### src/design/seg_int_pkg.sv
// Shared control type and default width constant for the segment intersection block.
package seg_int_pkg;

  localparam int COORD_WIDTH_DEF = 16;

  // Control that travels beside the datapath from the geometry stages onward.
  typedef struct packed {
    logic valid;
    logic hit;
    logic neg_x;
    logic neg_y;
  } seg_ctl_t;

endpackage

### src/design/seg_int_div.sv
// Pipelined restoring divider: one quotient bit per register stage.
module seg_int_div
  import seg_int_pkg::*;
#(
  parameter int COORD_WIDTH = COORD_WIDTH_DEF
) (
  input  logic                       clk,
  input  logic                       en,
  input  logic [3*COORD_WIDTH+3:0]   dvd,
  input  logic [2*COORD_WIDTH+2:0]   den,
  output logic [COORD_WIDTH:0]       quo
);

  localparam int CW = COORD_WIDTH;
  localparam int QW = CW + 1;
  localparam int DW = 2*CW + 3;

  logic [DW-1:0] rem_s [QW+1];
  logic [QW-1:0] low_s [QW+1];
  logic [QW-1:0] quo_s [QW+1];
  logic [DW-1:0] den_s [QW+1];

  // The high part of the dividend is below the divisor for any crossing
  // point inside the bounding box, so the quotient fits in QW bits.
  assign rem_s[0] = dvd[DW+QW-1:QW];
  assign low_s[0] = dvd[QW-1:0];
  assign quo_s[0] = '0;
  assign den_s[0] = den;

  for (genvar k = 0; k < QW; k++) begin : g_stage
    logic [DW:0] trial;
    logic        ge;
    assign trial = {rem_s[k], low_s[k][QW-1]};
    assign ge    = trial >= {1'b0, den_s[k]};

    always_ff @(posedge clk) begin
      if (en) begin
        rem_s[k+1] <= ge ? DW'(trial - {1'b0, den_s[k]}) : trial[DW-1:0];
        low_s[k+1] <= {low_s[k][QW-2:0], 1'b0};
        quo_s[k+1] <= {quo_s[k][QW-2:0], ge};
        den_s[k+1] <= den_s[k];
      end
    end
  end

  assign quo = quo_s[QW];

endmodule

### config.mk
export PLATFORM = sky130hd
export DESIGN_NAME = seg_int_div
export DESIGN_NICKNAME = d
export VERILOG_FILES = /design/src/design/seg_int_pkg.sv /design/src/design/seg_int_div.sv
export SDC_FILE = /design/constraint.sdc
export NUM_CORES = 2
export LEC_CHECK = 0
export ABC_CLOCK_PERIOD_IN_PS = 5300
export BUFFER_PORTS_ARGS = -buffer_cell sky130_fd_sc_hd__buf_2
export CAP_MARGIN = 15
export CORE_UTILIZATION = 44
export CTS_CLUSTER_DIAMETER = 80
export DETAILED_ROUTE_END_ITERATION = 6
export PLACE_DENSITY = 0.57
export SETUP_SLACK_MARGIN = 0.3
export SLEW_MARGIN = 20
export SYNTH_ARGS = -nofsm -noshare
export SYNTH_HDL_FRONTEND = slang
export SYNTH_SLANG_ARGS = --single-unit
### constraint.sdc
create_clock -name clk -period 5.3 [get_ports clk]
set_input_delay 0 -clock clk [delete_from_list [all_inputs] [get_ports clk]]
set_output_delay 0 -clock clk [all_outputs]
set_load 0.02 [all_outputs]
* Yosys cells after proc, flatten, opt, wreduce, memory -nomap -nowiden *
Index checks and enable logic that the tools add are counted.

storage, ports and cells
  bits in registers = 1409
  bits of input ports = 89
  output and inout port bits = 17
  logic and storage cells = 114

operators by class
  add/sub/neg operators = 16
  $lt $le $gt $ge = 17
  mux-type cells = 16

operators by type and width
  kind                                          number
  greater-or-equal comparator 36 x 35 -> 1 bit  17
  two-way mux 35 bit                            16
  subtractor 35 bit                             16

* Longest topological paths before layout *
  word-level depth = 2
  depth in mapped cells = 15
  gate-level depth less buffers = 14

* Worst setup path after synthesis *
OpenSTA, ideal clock, no wires.

  kind = register to register
  start = reg den_s[525] (netlist name)
  end = reg rem_s, in the netlist g_stage[3].trial[30] (data pin)
  library setup time = 0.260 ns
  arrival time = 3.199 ns
  data required time = 5.040 ns
  setup slack = 1.841 ns
  stages on the path, launching flop included = 13
  buffers on the path = 1
  clock period less this slack = 3.459 ns
  cells stage by stage = edfxtp_1 -> ha_1 -> fa_1 -> nor2b_1 -> o21ai_0 -> a21oi_1 -> o211ai_1 -> a21o_1 -> o311ai_2 -> a31oi_1 -> nor2_1 -> buf_2 -> mux2_2

between the ends
  cells in the longest elaborated chain, start to end = 2
  elaborated cells between the ends (all ways) = 3
  classes of those cells = 1 x add/sub; 1 x order compare; 1 x mux

RTL lines
  what                                                                               line                                  source
  start: declaration                                                                 seg_int_div.sv:21                     logic [DW-1:0] den_s [QW+1];
  start signal: indexed assignment                                                   seg_int_div.sv:41                     den_s[k+1] <= den_s[k];
  subtractor 35 bit or greater-or-equal comparator 36 x 35 -> 1 bit (tied branches)  seg_int_div.sv:38, seg_int_div.sv:34
  two-way mux 35 bit *                                                               seg_int_div.sv:38                     rem_s[k+1] <= ge ? DW'(trial - {1'b0, den_s[k]}) : trial[DW-1:0];
  end signal: indexed assignment                                                     seg_int_div.sv:38
  end: declaration                                                                   seg_int_div.sv:18                     logic [DW-1:0] rem_s [QW+1];

Every way passes the cells marked *; elsewhere a longest branch is shown, timed or not.
A chain may end at the register's enable or synchronous reset.

* Worst setup path after layout *
  start = reg den_s[282] (netlist name)
  end = reg rem_s, in the netlist g_stage[10].trial[5] (data pin)

Same word-level chain as after synthesis.

==> out/qor.yml <==
final_util_pct: 50.3
async_flop_share_pct: 0
antenna_left: 0
drt-initial-drc-count: 3934
tightest_slew_ps: 1050
ys_warn_count: 0
rsz0062_at_grt: "false"
ioPinCount: 106
stdcell_count: 9996
port_buffers: 105
path_buf_inv: 2
maxSlewViolCount: 0
grt_pass1_vias: 54100
ir_drop_v: 0.000323
worstPathCellList: "inv_1, ha_1, nor2b_1, o31a_1, o31a_1, o31ai_1, and4bb_2, o21ai_1, o21ai_0, o211a_2, buf_4, mux2_2"
cp_top_family: "compound AO/OA/AOI/OAI gates"
yosysTopAreaCell: "edfxtp_1"
finalCritPeriodShare_pct: 84.3
clock_sink_count: 1409
post_drt_wl_per_cell_um: 19.7
cts_tree: "built"
chipWidth_um: 428
syn_nets: 7927
whs_path_depth: 4
max_stage_delay_ps: 510
fillers: 16100
critPathSlowestCell: "buf_4"
timing.slew.headroom_pct: 28.0
rows: 155
fp.dieArea_um2: 183000
avgSynthCellArea_um2: 11.0
start_util_pct: 44.5
clk_pin_slew_ps: 60
drive_above_1_share_pct: 7.92
cp_max_fo: 70
crit_type: "register to register"
fin_nets: 8211
post-route-cell-area_um2: 90100
diodes: 0
synth-main-ff-cell: "edfxtp_1"
drt_wl_total_um: 197000
hpwlAfterDp_um: 150000
grt_overflow: 0
core_area_um2: 179000
grt_max_degree: 188
final_cell_mix: "edfxtp_1, inv_1, a21oi_1"
fmax_mhz: 224
via_count: 54900
cap_violations: 0
cellLeakagePower_nw: 36.7
clk_latency_ps: 800
setup_tns_ps: 0
yosys_register_bits: 1409
setup_slack_ps: 831
place_inst: 9532
hp-class: "primary input to register"
place_area_um2: 83000
drc: 0
critPathMostFrequentCell: "o31a_1"
die_h_um: 428
cts_buffer_depth: 3
antenna_found_initial: 1
vias_per_cell: 5.49
syn_area_um2: 79700
synthCells: 7227
p_per_area_nw_per_um2: 604
skew_ps: 33.3
yosysTopAreaCellShare_pct: 53.1
postCtsSetupBuffers: 0
root_buffer: "clkbuf_16"
status: "complete, no violations"
ys_seq_area_share_pct: 53.1
first_pass_iters: 6
yosys-top-cells-area: "edfxtp_1, ha_1, a21oi_1, o21ai_0, inv_1"
grt_usage_pct: 21.2
hold_violations: 0
htreeDepth: 4
synth_edf_count: 1409
cts_buffers: 162
cp.arrival_ps: 5010
reg2regPathDepth: 12
setup.worst_path.start_class: "register"
ys_types: 86
setup_viol: 0
grt_pass1_wl_um: 302000
dp_slack_ps: 924
area_delta_synth_final_pct: 13.0
cp.required_ps: 5850
path_depth: 12
crit_path_end_kind: "register"
finalCriticalPeriod_ps: 4470
place_congestion: 0.933
final_common_cell: "edfxtp_1"
==> worst paths after layout <==
kind | slack (ps) | end | from
worst min-delay path | 80 | g_stage[1].trial[2]$_DFFE_PP_ | dvd[17]
worst min register to register | 400 | low_s[263]$_DFFE_PP_ | low_s[279]$_DFFE_PP_
worst max register to register | 830 | g_stage[10].trial[5]$_DFFE_PP_ | den_s[282]$_DFFE_PP_
worst max-delay path | 830 | g_stage[10].trial[5]$_DFFE_PP_ | den_s[282]$_DFFE_PP_
==> sequential cells by signal, summed over array words and instances (netlist names) <==
| signal | flops |
|---|---|
| g_stage.trial | 576 |
| den_s | 560 |
| quo_s | 136 |
| low_s | 120 |
| quo | 17 |
==> synth_stat cells (all sizes together), types with 24 or more instances <==
master,count
a211oi,42
buf,57
nor4,29
and3,47
nand2,587
o211ai,32
xor2,223
nor3,74
nor2,335
xnor2,264
a21o,273
or3,24
nand4,122
edfxtp,1409
ha,595
nand2b,54
nand3,98
a31oi,66
a21oi,651
o21ai,575
clkbuf,143
o21bai,78
nor2b,85
inv,760
mux2,154
o31ai,44
o21a,67
==> stage by stage <==
stage                     total power [mW]  hold slack (ps)
after floorplan                       36.2             98.9
after global placement                42.8              178
after detailed placement              43.0              178
final                                 54.4             77.4
after global routing                  58.2             48.6
after CTS                             54.8             7.37
==> area by class of cell <==
| class | instances | area, µm² | area share (%) |
|---|---|---|---|
| sequential | 1409 | 42300 | 46.9 |
| tap | 2355 | 2950 | 3.27 |
| clock buffer | 188 | 4260 | 4.72 |
| clock inverter | 106 | 1140 | 1.27 |
| timing repair buffer | 320 | 2780 | 3.08 |
| multi-input combinational | 4858 | 33800 | 37.5 |
| inverter | 760 | 2850 | 3.17 |
==> layer usage <==
metal / share of wire, % / up-vias / GRT usage [%]
met5: 0 / - / 0
met4: 4.4 / 0 / 9.32
met3: 3.9 / 398 / 2.64
met2: 50 / 1159 / 38.0
met1: 41 / 26300 / 25.5
li1: - / 27100 / -
==> where the power goes <==
group	total [mW]	switching (mW)	leakage, nW	internal [mW]
logic	24.5	14.1	20.3	10.4
clock network	11.3	4.55	2.62	6.78
registers	18.6	2.00	13.8	16.6
==> cells by family (layout without fill, tap and decap cells) <==
logic type                 after synthesis  in the layout  synth area share, %
xor gates and xnor gates               487            487                 5.35
DFF                                   1409           1409                 53.1
AOI/OAI and AO/OA                     2045           2045                 15.7
adders and majority gates              611            611                 9.74
and+or+nand+nor                       1552           1552                 9.19
buffers and inverters                  960           1374                 4.66
muxes                                  163            163                 2.29
==> timing repair <==
item,CTS,global route
endpoints found under the hold margin,281,0
hold buffers,170,0
gates resized for setup,0,0
==> worst min-delay path: stages <==
cell	delay, ps
dlygate4sd3_1	520
buf_2	120
nand2_1	40
o21ai_0	60
(Power assumes the default switching activity.)
